`config.mk`:
```
export PLATFORM = sky130hd
export DESIGN_NAME = periodic_task_dispatcher_core
export DESIGN_NICKNAME = d
export VERILOG_FILES = /design/src/hw/rtl/ptd_pkg.sv /design/src/hw/rtl/periodic_task_dispatcher_core.sv /design/src/hw/rtl/ptd_cnt_ram.sv /design/src/hw/rtl/ptd_seq.sv
export SDC_FILE = /design/constraint.sdc
export NUM_CORES = 1
export LEC_CHECK = 0
export ABC_AREA = 1
export CORE_ASPECT_RATIO = 2
export CORE_MARGIN = 5
export CORE_UTILIZATION = 30
export CTS_CLUSTER_DIAMETER = 50
export DETAILED_ROUTE_END_ITERATION = 8
export DONT_BUFFER_PORTS = 1
export GPL_TIMING_DRIVEN = 0
export SYNTH_ARGS = -nofsm -noshare
export SYNTH_HDL_FRONTEND = slang
export SYNTH_HIERARCHICAL = 1
export SYNTH_SLANG_ARGS = --single-unit
```
`constraint.sdc`:
```
create_clock -name clk -period 7.24 [get_ports clk]
set_input_delay 1.086 -clock clk [delete_from_list [all_inputs] [get_ports clk]]
set_output_delay 1.086 -clock clk [all_outputs]
set_load 0.05 [all_outputs]
```
`src/hw/rtl/ptd_pkg.sv`:
```
// Shared types, constants and helper functions of the periodic task dispatcher.
`default_nettype none

package ptd_pkg;

	localparam int SETUP_REGS  = 4;
	localparam int SETUP_W     = 33;
	localparam int REG_IDX_W   = 3;
	localparam int FIRST_W     = 3;
	localparam int CORE_W      = 2;
	localparam int TIDX_W      = 2;
	localparam int GUARD_W     = 16;
	localparam int CNT_W       = 16;
	localparam int MARGIN_US   = 3;
	localparam int GUARD_MUL   = 100;
	localparam int GUARD_SHIFT = 7;

	// Register indexes of the write port
	localparam logic [REG_IDX_W-1:0] REG_TASK0_SETUP = 3'd0;
	localparam logic [REG_IDX_W-1:0] REG_TASK1_SETUP = 3'd1;
	localparam logic [REG_IDX_W-1:0] REG_TASK2_SETUP = 3'd2;
	localparam logic [REG_IDX_W-1:0] REG_TASK3_SETUP = 3'd3;
	localparam logic [REG_IDX_W-1:0] REG_CORE1_FIRST = 3'd4;
	localparam logic [REG_IDX_W-1:0] REG_CORE2_FIRST = 3'd5;

	localparam logic [SETUP_W-1:0] SETUP_RESET [SETUP_REGS] = '{
		33'h1_0005_0001, 33'h1_0004_000A, 33'h0_0000_0000, 33'h0_0000_0000
	};
	localparam logic [FIRST_W-1:0] CORE1_FIRST_RESET = 3'd2;
	localparam logic [FIRST_W-1:0] CORE2_FIRST_RESET = 3'd3;

	typedef struct packed {
		logic               enable;
		logic [15:0]        wcet;
		logic [CNT_W-1:0]   period;
	} task_setup_t;

	typedef enum logic [2:0] {
		KIND_TICK_OK     = 3'd0,
		KIND_OVERRUN     = 3'd1,
		KIND_DISPATCH    = 3'd2,
		KIND_NOTHING_DUE = 3'd3,
		KIND_NOT_PENDING = 3'd4
	} result_kind_t;

	typedef enum logic [1:0] {
		ST_IDLE,
		ST_SINGLE,
		ST_WALK,
		ST_FIN
	} seq_state_t;

	// Countdown value of a task right after reset
	function automatic logic [CNT_W-1:0] reset_period(input logic [TIDX_W-1:0] idx);
		return SETUP_RESET[idx][CNT_W-1:0];
	endfunction

	// ceil((wcet + margin) * 100 / 128), clamped to 1..65535
	function automatic logic [GUARD_W-1:0] guard_of(input logic [15:0] wcet);
		logic [23:0] sum;
		logic [16:0] r;
		sum = (24'(wcet) + 24'(MARGIN_US)) * 24'(GUARD_MUL)
			+ 24'((1 << GUARD_SHIFT) - 1);
		r = 17'(sum >> GUARD_SHIFT);
		if (r == 17'd0) begin
			r = 17'd1;
		end
		if (r > 17'h0FFFF) begin
			r = 17'h0FFFF;
		end
		return r[GUARD_W-1:0];
	endfunction

endpackage

`default_nettype wire

```
`src/hw/rtl/periodic_task_dispatcher_core.sv`:
```
// Top level of the periodic task dispatcher: configuration registers and stream ports.
`default_nettype none

// A tick item, or a run item for a core that is not pending, is accepted in
// the idle state, and the single state then loads its result into the output
// register. A run item for a pending core issues the first countdown read on
// acceptance if the core owns any task; the memory then does one
// read-modify-write per cycle while the walk is not stalled, over the tasks
// the core owns, and the closing state emits the last dispatch (or the
// nothing-due result) and clears the core's flag. Each result waits in the
// output register until taken; a dispatch that finds an earlier one still
// held stalls the walk while that register is full, and the single and
// closing states wait for it as well.
// Countdowns start from the reset periods of the task setups through
// per-entry valid bits, so there is no clearing pass after reset.
module periodic_task_dispatcher_core
	import ptd_pkg::*;
#(
	parameter int NUM_TASKS = 4,
	parameter int NUM_CORES = 3
) (
	input  wire logic                 clk,
	input  wire logic                 arst_n,
	input  wire logic                 wr_en,
	input  wire logic [REG_IDX_W-1:0] wr_index,
	input  wire logic [SETUP_W-1:0]   wr_data,
	input  wire logic                 s_tvalid,
	output logic                      s_tready,
	input  wire logic [7:0]           s_tdata,  // [1:0] core_id
	input  wire logic [0:0]           s_tuser,  // [0] req_type
	output logic                      m_tvalid,
	input  wire logic                 m_tready,
	output logic [23:0]               m_tdata,  // [1:0] task_index, [17:2] guard_reload
	output logic [2:0]                m_tuser,  // [2:0] result_kind
	output logic                      m_tlast   // last_result
);

	localparam int CW = $clog2(NUM_TASKS + 1);
	localparam int AW = (NUM_TASKS > 1) ? $clog2(NUM_TASKS) : 1;

	task_setup_t        setup_q [SETUP_REGS];
	logic [FIRST_W-1:0] core1_first_q, core2_first_q;
	logic [CW-1:0]      c1_cl, c2_cl;

	always_ff @(posedge clk or negedge arst_n) begin
		if (!arst_n) begin
			for (int i = 0; i < SETUP_REGS; i++) begin
				setup_q[i] <= task_setup_t'(SETUP_RESET[i]);
			end
			core1_first_q <= CORE1_FIRST_RESET;
			core2_first_q <= CORE2_FIRST_RESET;
		end else if (wr_en) begin
			case (wr_index)
				REG_TASK0_SETUP: setup_q[0] <= task_setup_t'(wr_data);
				REG_TASK1_SETUP: setup_q[1] <= task_setup_t'(wr_data);
				REG_TASK2_SETUP: setup_q[2] <= task_setup_t'(wr_data);
				REG_TASK3_SETUP: setup_q[3] <= task_setup_t'(wr_data);
				REG_CORE1_FIRST: core1_first_q <= wr_data[FIRST_W-1:0];
				REG_CORE2_FIRST: core2_first_q <= wr_data[FIRST_W-1:0];
				default: ;
			endcase
		end
	end

	// Bounds above the task count behave as the task count
	assign c1_cl = (core1_first_q > FIRST_W'(NUM_TASKS)) ? CW'(NUM_TASKS) : CW'(core1_first_q);
	assign c2_cl = (core2_first_q > FIRST_W'(NUM_TASKS)) ? CW'(NUM_TASKS) : CW'(core2_first_q);

	logic             ram_we, ram_re;
	logic [AW-1:0]    ram_waddr, ram_raddr;
	logic [CNT_W-1:0] ram_wdata, ram_rdata;
	result_kind_t     out_kind;
	logic [TIDX_W-1:0]  out_idx;
	logic [GUARD_W-1:0] out_guard;

	ptd_cnt_ram #(
		.DEPTH (NUM_TASKS),
		.AW    (AW)
	) u_ram (
		.clk   (clk),
		.arst_n(arst_n),
		.we    (ram_we),
		.waddr (ram_waddr),
		.wdata (ram_wdata),
		.re    (ram_re),
		.raddr (ram_raddr),
		.rdata (ram_rdata)
	);

	ptd_seq #(
		.NUM_TASKS(NUM_TASKS),
		.NUM_CORES(NUM_CORES),
		.CW       (CW),
		.AW       (AW)
	) u_seq (
		.clk        (clk),
		.arst_n     (arst_n),
		.setup      (setup_q),
		.core1_first(c1_cl),
		.core2_first(c2_cl),
		.in_valid   (s_tvalid),
		.in_ready   (s_tready),
		.in_req     (s_tuser[0]),
		.in_core    (s_tdata[CORE_W-1:0]),
		.out_valid  (m_tvalid),
		.out_ready  (m_tready),
		.out_kind   (out_kind),
		.out_idx    (out_idx),
		.out_guard  (out_guard),
		.out_last   (m_tlast),
		.ram_we     (ram_we),
		.ram_waddr  (ram_waddr),
		.ram_wdata  (ram_wdata),
		.ram_re     (ram_re),
		.ram_raddr  (ram_raddr),
		.ram_rdata  (ram_rdata)
	);

	assign m_tdata = {6'd0, out_guard, out_idx};
	assign m_tuser = out_kind;

endmodule

`default_nettype wire

```
`src/hw/rtl/ptd_cnt_ram.sv`:
```
// Countdown memory: one write port, one registered read port, reset-valued until written.
`default_nettype none

module ptd_cnt_ram
	import ptd_pkg::*;
#(
	parameter int DEPTH = 4,
	parameter int AW    = (DEPTH > 1) ? $clog2(DEPTH) : 1
) (
	input  wire logic             clk,
	input  wire logic             arst_n,
	input  wire logic             we,
	input  wire logic [AW-1:0]    waddr,
	input  wire logic [CNT_W-1:0] wdata,
	input  wire logic             re,
	input  wire logic [AW-1:0]    raddr,
	output logic      [CNT_W-1:0] rdata
);

	logic [CNT_W-1:0] mem [DEPTH];
	logic [DEPTH-1:0] valid_q;
	logic [CNT_W-1:0] rdata_q;

	always_ff @(posedge clk) begin
		if (we) begin
			mem[waddr] <= wdata;
		end
	end

	always_ff @(posedge clk or negedge arst_n) begin
		if (!arst_n) begin
			valid_q <= '0;
		end else if (we) begin
			valid_q[waddr] <= 1'b1;
		end
	end

	// An entry never written reads as the task's reset period
	always_ff @(posedge clk) begin
		if (re) begin
			rdata_q <= valid_q[raddr] ? mem[raddr] : reset_period(TIDX_W'(raddr));
		end
	end

	assign rdata = rdata_q;

`ifndef NO_ASSERTIONS
	a_no_rw_collision: assert property (@(posedge clk) disable iff (!arst_n)
		(we && re) |-> (waddr != raddr))
		else $error("countdown read and write hit the same entry");
	a_addr_in_range: assert property (@(posedge clk) disable iff (!arst_n)
		(we || re) |-> ((32'(waddr) < DEPTH || !we) && (32'(raddr) < DEPTH || !re)))
		else $error("countdown access beyond depth");
	a_written_valid: assert property (@(posedge clk) disable iff (!arst_n)
		we |=> valid_q[$past(waddr)])
		else $error("written entry not marked valid");
`endif

endmodule

`default_nettype wire

```
`src/hw/rtl/ptd_seq.sv`:
```
// Pass sequencer: pending flags, task walk with read-modify-write, result register.
`default_nettype none

module ptd_seq
	import ptd_pkg::*;
#(
	parameter int NUM_TASKS = 4,
	parameter int NUM_CORES = 3,
	parameter int CW = $clog2(NUM_TASKS + 1),
	parameter int AW = (NUM_TASKS > 1) ? $clog2(NUM_TASKS) : 1
) (
	input  wire logic             clk,
	input  wire logic             arst_n,
	input  wire task_setup_t      setup [SETUP_REGS],
	input  wire logic [CW-1:0]    core1_first,
	input  wire logic [CW-1:0]    core2_first,
	input  wire logic             in_valid,
	output logic                  in_ready,
	input  wire logic             in_req,
	input  wire logic [CORE_W-1:0] in_core,
	output logic                  out_valid,
	input  wire logic             out_ready,
	output result_kind_t          out_kind,
	output logic [TIDX_W-1:0]     out_idx,
	output logic [GUARD_W-1:0]    out_guard,
	output logic                  out_last,
	output logic                  ram_we,
	output logic [AW-1:0]         ram_waddr,
	output logic [CNT_W-1:0]      ram_wdata,
	output logic                  ram_re,
	output logic [AW-1:0]         ram_raddr,
	input  wire logic [CNT_W-1:0] ram_rdata
);

	localparam int PW = (NUM_CORES > 1) ? $clog2(NUM_CORES) : 1;

	seq_state_t           state_q, state_d;
	logic [CORE_W-1:0]    core_q;
	logic [CW-1:0]        t_q, hi_q;
	result_kind_t         kind_q;
	logic                 held_v_q;
	logic [TIDX_W-1:0]    held_idx_q;
	logic [GUARD_W-1:0]   held_guard_q;
	logic                 out_v_q;
	result_kind_t         out_kind_q;
	logic [TIDX_W-1:0]    out_idx_q;
	logic [GUARD_W-1:0]   out_guard_q;
	logic                 out_last_q;
	logic [NUM_CORES-1:0] pending_q;

	logic                 in_fire, core_ok, is_tick, cur_pending;
	logic [PW-1:0]        cidx, cidx_q;
	logic [CW-1:0]        c2_eff, lo, hi, t_nx;
	logic                 out_free;
	task_setup_t          cur;
	logic [CNT_W-1:0]     dec;
	logic                 disp, step_ok, walk_end;
	logic [GUARD_W-1:0]   cur_guard;
	logic                 push;
	result_kind_t         push_kind;
	logic [TIDX_W-1:0]    push_idx;
	logic [GUARD_W-1:0]   push_guard;
	logic                 push_last;

	assign in_fire     = in_valid && in_ready;
	assign core_ok     = in_core < CORE_W'(NUM_CORES);
	assign is_tick     = !in_req;
	assign cidx        = PW'(in_core);
	assign cidx_q      = PW'(core_q);
	assign cur_pending = pending_q[cidx];
	assign out_free    = !out_v_q || out_ready;

	// Owned range of the addressed core: core 1 owns nothing if its bounds cross
	assign c2_eff = (core2_first > core1_first) ? core2_first : core1_first;
	always_comb begin
		case (in_core)
			2'd0: begin
				lo = '0;
				hi = core1_first;
			end
			2'd1: begin
				lo = core1_first;
				hi = c2_eff;
			end
			default: begin
				lo = c2_eff;
				hi = CW'(NUM_TASKS);
			end
		endcase
	end

	// Modify stage of the walk: countdown from memory, setup of the current task
	assign cur       = setup[TIDX_W'(t_q)];
	assign dec       = (ram_rdata != '0) ? ram_rdata - 1'b1 : ram_rdata;
	assign disp      = cur.enable && (dec == '0);
	assign cur_guard = guard_of(cur.wcet);
	assign step_ok   = !(disp && held_v_q) || out_free;
	assign t_nx      = t_q + 1'b1;
	assign walk_end  = (t_nx == hi_q);

	always_comb begin
		state_d = state_q;
		case (state_q)
			ST_IDLE: begin
				if (in_fire && core_ok) begin
					if (is_tick || !cur_pending) begin
						state_d = ST_SINGLE;
					end else if (lo < hi) begin
						state_d = ST_WALK;
					end else begin
						state_d = ST_FIN;
					end
				end
			end
			ST_SINGLE: begin
				if (out_free) begin
					state_d = ST_IDLE;
				end
			end
			ST_WALK: begin
				if (step_ok && walk_end) begin
					state_d = ST_FIN;
				end
			end
			ST_FIN: begin
				if (out_free) begin
					state_d = ST_IDLE;
				end
			end
			default: state_d = ST_IDLE;
		endcase
	end

	always_comb begin
		in_ready   = 1'b0;
		ram_we     = 1'b0;
		ram_waddr  = AW'(t_q);
		ram_wdata  = disp ? cur.period : dec;
		ram_re     = 1'b0;
		ram_raddr  = AW'(t_nx);
		push       = 1'b0;
		push_kind  = KIND_DISPATCH;
		push_idx   = held_idx_q;
		push_guard = held_guard_q;
		push_last  = 1'b0;
		case (state_q)
			ST_IDLE: begin
				in_ready  = 1'b1;
				ram_re    = in_fire && core_ok && in_req && cur_pending && (lo < hi);
				ram_raddr = AW'(lo);
			end
			ST_SINGLE: begin
				push       = out_free;
				push_kind  = kind_q;
				push_idx   = '0;
				push_guard = '0;
				push_last  = 1'b1;
			end
			ST_WALK: begin
				ram_we = step_ok && cur.enable;
				ram_re = step_ok && !walk_end;
				// a new dispatch releases the one held before it
				push   = step_ok && disp && held_v_q;
			end
			ST_FIN: begin
				push      = out_free;
				push_last = 1'b1;
				if (!held_v_q) begin
					push_kind  = KIND_NOTHING_DUE;
					push_idx   = '0;
					push_guard = '0;
				end
			end
			default: begin
				in_ready = 1'b0;
			end
		endcase
	end

	always_ff @(posedge clk or negedge arst_n) begin
		if (!arst_n) begin
			state_q   <= ST_IDLE;
			out_v_q   <= 1'b0;
			held_v_q  <= 1'b0;
			pending_q <= '0;
		end else begin
			state_q <= state_d;
			if (push) begin
				out_v_q <= 1'b1;
			end else if (out_ready) begin
				out_v_q <= 1'b0;
			end
			if (state_q == ST_IDLE && in_fire && core_ok) begin
				held_v_q <= 1'b0;
				if (is_tick) begin
					pending_q[cidx] <= 1'b1;
				end
			end
			if (state_q == ST_WALK && step_ok && disp) begin
				held_v_q <= 1'b1;
			end
			if (state_q == ST_FIN && out_free) begin
				pending_q[cidx_q] <= 1'b0;
			end
		end
	end

	always_ff @(posedge clk) begin
		if (push) begin
			out_kind_q  <= push_kind;
			out_idx_q   <= push_idx;
			out_guard_q <= push_guard;
			out_last_q  <= push_last;
		end
		if (state_q == ST_IDLE && in_fire) begin
			core_q <= in_core;
			t_q    <= lo;
			hi_q   <= hi;
			if (is_tick) begin
				kind_q <= cur_pending ? KIND_OVERRUN : KIND_TICK_OK;
			end else begin
				kind_q <= KIND_NOT_PENDING;
			end
		end
		if (state_q == ST_WALK && step_ok) begin
			t_q <= t_nx;
			if (disp) begin
				held_idx_q   <= TIDX_W'(t_q);
				held_guard_q <= cur_guard;
			end
		end
	end

	assign out_valid = out_v_q;
	assign out_kind  = out_kind_q;
	assign out_idx   = out_idx_q;
	assign out_guard = out_guard_q;
	assign out_last  = out_last_q;

`ifndef NO_ASSERTIONS
	a_walk_in_range: assert property (@(posedge clk) disable iff (!arst_n)
		(state_q == ST_WALK) |-> (t_q < hi_q) && (32'(t_q) < NUM_TASKS))
		else $error("walk index outside the owned range");
	a_held_only_in_pass: assert property (@(posedge clk) disable iff (!arst_n)
		held_v_q |-> (state_q == ST_WALK || state_q == ST_FIN || state_q == ST_IDLE))
		else $error("held dispatch outside a pass");
	a_push_needs_room: assert property (@(posedge clk) disable iff (!arst_n)
		push |-> out_free)
		else $error("result pushed over an untaken one");
	a_tick_sets_pending: assert property (@(posedge clk) disable iff (!arst_n)
		(in_fire && core_ok && is_tick) |=> pending_q[$past(cidx)])
		else $error("tick did not leave core pending");
	a_fin_clears_pending: assert property (@(posedge clk) disable iff (!arst_n)
		(state_q == ST_FIN && out_free) |=> !pending_q[$past(cidx_q)])
		else $error("run pass did not clear pending");
`endif

endmodule

`default_nettype wire

```
==> PnR_summary.wiki <==
{| class="wikitable"
! Metric !! Value
|-
| Aggregate routed wire length || 45.22 mm
|-
| Placed cell count || around 2700
|-
| Final Instance Count excl. Fillers || roughly 2700
|-
| Critical path fanouts, max || 10
|-
| Synth-to-Final Area Change || 11.41%
|-
| Vias after detailed routing || ~13000
|-
| Final critical delay including setup and external delays || 6726 ps
|-
| Cell count after synthesis || about 2000
|-
| Part of the cycle the worst path needs || between 90% and 100%
|-
| Latest clock arrival within the worst-skew pair || ~560 ps
|-
| Fraction of final layout cells with drive strength greater than 1 || between 10% and 20%
|-
| CTS Buf Count || 24
|-
| Clock-pin slew reported for the worst setup and hold paths after clock tree synthesis || approximately 70 ps
|-
| Element type at the critical path start || flip-flop
|-
| Fraction of registers with async set or reset after synthesis || between 50% and 60%
|-
| Status || complete, no violations
|-
| Total grt overflow || 0
|-
| Library cell appearing most often on the critical path || sky130_fd_sc_hd__inv_1
|-
| Core area || between 50000 and 60000 sq um
|-
| Count of clock tree sinks || between 200 and 300
|-
| Drt pass-1 iters || 5
|-
| Destination of the worst register-to-register timing path || u_seq/held_guard_q[11]$_SDFFCE_PN1P_
|-
| Crit Path Class || reg2reg
|-
| Skew final || between 30 and 40 ps
|-
| Wire length per cell || 16.61 microns
|-
| Primary flip-flop cell chosen by synthesis mapping || sky130_fd_sc_hd__dfrtp_1
|-
| Setup slack, reg-to-reg || about 500 ps
|-
| Remaining antenna violation count after routing || 0
|-
| Cell depth of the worst flop-to-flop path || 32
|-
| Die height || roughly 340 microns
|-
| Resize count post-CTS || 0
|-
| Number of enable-type register cells in the synthesized netlist || 130
|-
| Mean cell area of the mapped netlist || 8.055 sq um
|-
| Antenna cell count || 0
|-
| Horizontal extent of the die || between 150 and 200 microns
|-
| Post-cts hold buffer count || 0
|-
| Type of the worst min-delay path || in2async
|-
| Endpoint arrival time on the critical path || 7020 ps
|-
| Row count || 120
|-
| Worst r2r src || u_seq/t_q[1]$_DFFE_PP_
|-
| Setup repair after global routing missed its margin || false
|-
| Total of flip-flops plus latches after synthesis || between 200 and 300
|-
| Standard cell with the maximum stage delay on the critical path || sky130_fd_sc_hd__edfxtp_1
|-
| Total track usage || around 15%
|-
| Post-CTS setup-driven buffer insertion count || 0
|-
| RD Place Congestion || roughly 0.87
|-
| Fin Setup TNS || 0 ps
|-
| Number of design rule violations left after detail routing || 0
|-
| Top-level I/O count || 80
|-
| Number of antenna violations at the first check in global routing || 0
|-
| Setup crit end kind || flip-flop
|-
| Post-Route Hold Slack || 221.7 ps
|-
| Number of global-route vias before repair || around 13000
|-
| Number of buffer cells added on primary ports || 0
|-
| Overall die area || approximately 59000 sq um
|-
| Warning count from the yosys run || 6
|-
| Count of different cell masters after synthesis || 58
|-
| CTS root buffer || sky130_fd_sc_hd__clkbuf_16
|-
| CTS tree || yes
|-
| Half-perimeter wire length of the detailed placement result || 35.21 mm
|-
| Number of violations of the max-capacitance limit || 0
|-
| Number of filler cells placed in the layout || between 5000 and 6000
|-
| First-iteration detailed-routing DRC count || 818
|-
| CP max stage delay || 550 ps
|-
| # setup viols final || 0
|-
| Data required time of the worst path || around 7500 ps
|-
| Vias per inst || between 4 and 5
|-
| Number of nets at the end of the flow || approximately 2200
|-
| Worst slew margin || 52.62%
|-
| Sequential share of the synthesized area || ~48%
|-
| Max Transition Viols Final || 0
|-
| Peak clock frequency supported by timing || ~0.15 GHz
|-
| Initial core utilization || 30.15%
|-
| Count of H-tree levels built during CTS || 1
|-
| Post-synthesis instance area || around 16000 sq um
|-
| Core Util, Final || around 34%
|-
| Hold violation total from the final report || 0
|-
| Largest net degree at the start of global routing || 150
|-
| Actual slew at the worst max-slew pin || 710.8 ps
|-
| Maximum root-to-sink buffer count || 3
|-
| Wire length of the first global-routing pass || roughly 71 mm
|}
[placed cells by master, fill, tap and decap left out, types with 38 or more instances in the layout]
cell,n
sky130_fd_sc_hd__o21ai_0,38
sky130_fd_sc_hd__a21oi_1,39
sky130_fd_sc_hd__nand2_1,794
sky130_fd_sc_hd__buf_2,47
sky130_fd_sc_hd__ha_1,61
sky130_fd_sc_hd__inv_1,212
sky130_fd_sc_hd__nand3_1,166
sky130_fd_sc_hd__nor2_1,111
sky130_fd_sc_hd__edfxtp_1,130
sky130_fd_sc_hd__dfrtp_1,138
[cell families (layout without fill, tap and decap cells)]
| kind of cell | Yosys count | in the layout | synth area share (%) |
|---|---|---|---|
| buffers and inverters | 311 | 363 | 8.472 |
| DFF | 279 | 279 | 47.58 |
| adders and majority gates | 72 | 72 | 6.120 |
| xor gates and xnor gates | 41 | 41 | 2.422 |
| and+or+nand+nor | 1151 | 1151 | 29.71 |
| AOI/OAI and AO/OA | 140 | 140 | 5.669 |
| other | 1 | 6 | 0.02334 |
[final cells by class]
| class | count | area, sq um | area share [%] |
|---|---|---|---|
| plain buffers | 84 | 499.2 | 2.788 |
| clock buffers | 27 | 633.1 | 3.536 |
| clock inverters | 17 | 214.0 | 1.195 |
| inverters | 227 | 862.1 | 4.815 |
| multi-input cells | 1410 | 7097 | 39.64 |
| flip-flops and latches | 279 | 7646 | 42.71 |
| well taps | 671 | 839.6 | 4.689 |
| repair buffers | 8 | 112.6 | 0.6290 |
[worst max-delay path, delay by kind of cell, from the launching register on]
kind / cells / cell delay, ps
flops: 1 / 550
fa+ha+maj: 5 / 1690
xor+xnor: 2 / 660
compound gates: 3 / 740
simple gates: 14 / 1840
buf+inv: 8 / 990
[routing by layer]
layer / share of wire [%] / wire length (microns) / vias up / global-route usage (%)
met1: 35 / 15600 / 6183 / 14.79
li1: - / - / 6428 / -
met3: 5.8 / 2612 / 104 / 2.842
met2: 55 / 24690 / 384 / 30.44
met4: 5.1 / 2320 / 0 / 7.337
met5: 0 / 0 / - / 0
[stage by stage]
stage	area (sq um)	worst slack, ps
detailed placement	17060	527.4
CTS	17900	507.0
global route	17900	46.11
finish	17900	513.6
floorplan	16090	1733
global placement	16930	585.7
[worst max path at each step]
stage                                           end  slack, ps  cells past startpoint              startpoint
3_5_place_dp    u_seq/held_guard_q[5]$_SDFFCE_PN1P_        530                     32  u_seq/t_q[1]$_DFFE_PP_
5_1_grt        u_seq/held_guard_q[11]$_SDFFCE_PN1P_         50                     32  u_seq/t_q[1]$_DFFE_PP_
2_1_floorplan   u_seq/held_guard_q[8]$_SDFFCE_PN1P_       1730                     34  u_seq/t_q[0]$_DFFE_PP_
6_report       u_seq/held_guard_q[11]$_SDFFCE_PN1P_        510                     32  u_seq/t_q[1]$_DFFE_PP_
3_3_place_gp   u_seq/held_guard_q[14]$_SDFFCE_PN1P_        590                     32  u_seq/t_q[1]$_DFFE_PP_
4_1_cts         u_seq/held_guard_q[5]$_SDFFCE_PN1P_        510                     32  u_seq/t_q[1]$_DFFE_PP_
[cells in the mapped netlist (all sizes together) (16+ instances only)]
cell type  instances  area share [%]
inv              226             5.3
a32o              16             1.0
ha                61             4.7
a21oi             42             1.4
buf               71             2.8
nand3            171             5.5
nor2             129             3.3
dfrtp            138              21
edfxtp           130              24
nand2            812              19
xor2              36             2.1
o21ai             41             1.3
[sequential cells by signal, indices dropped and copies added, names as in the netlist, 3 cells and up]
signal and cells:
setup_q 132, u_ram/mem 64, u_ram/rdata 16, u_seq/held_guard_q 16, u_seq/out_guard 16, u_ram/valid_q 4, core1_first_q 3, core2_first_q 3
u_seq/hi_q 3, u_seq/out_kind 3, u_seq/pending_q 3, u_seq/t_q 3
Power is left out: the tool's default activity adds up to more than one toggle a clock period on the data nets, which glitch-free logic cannot reach.
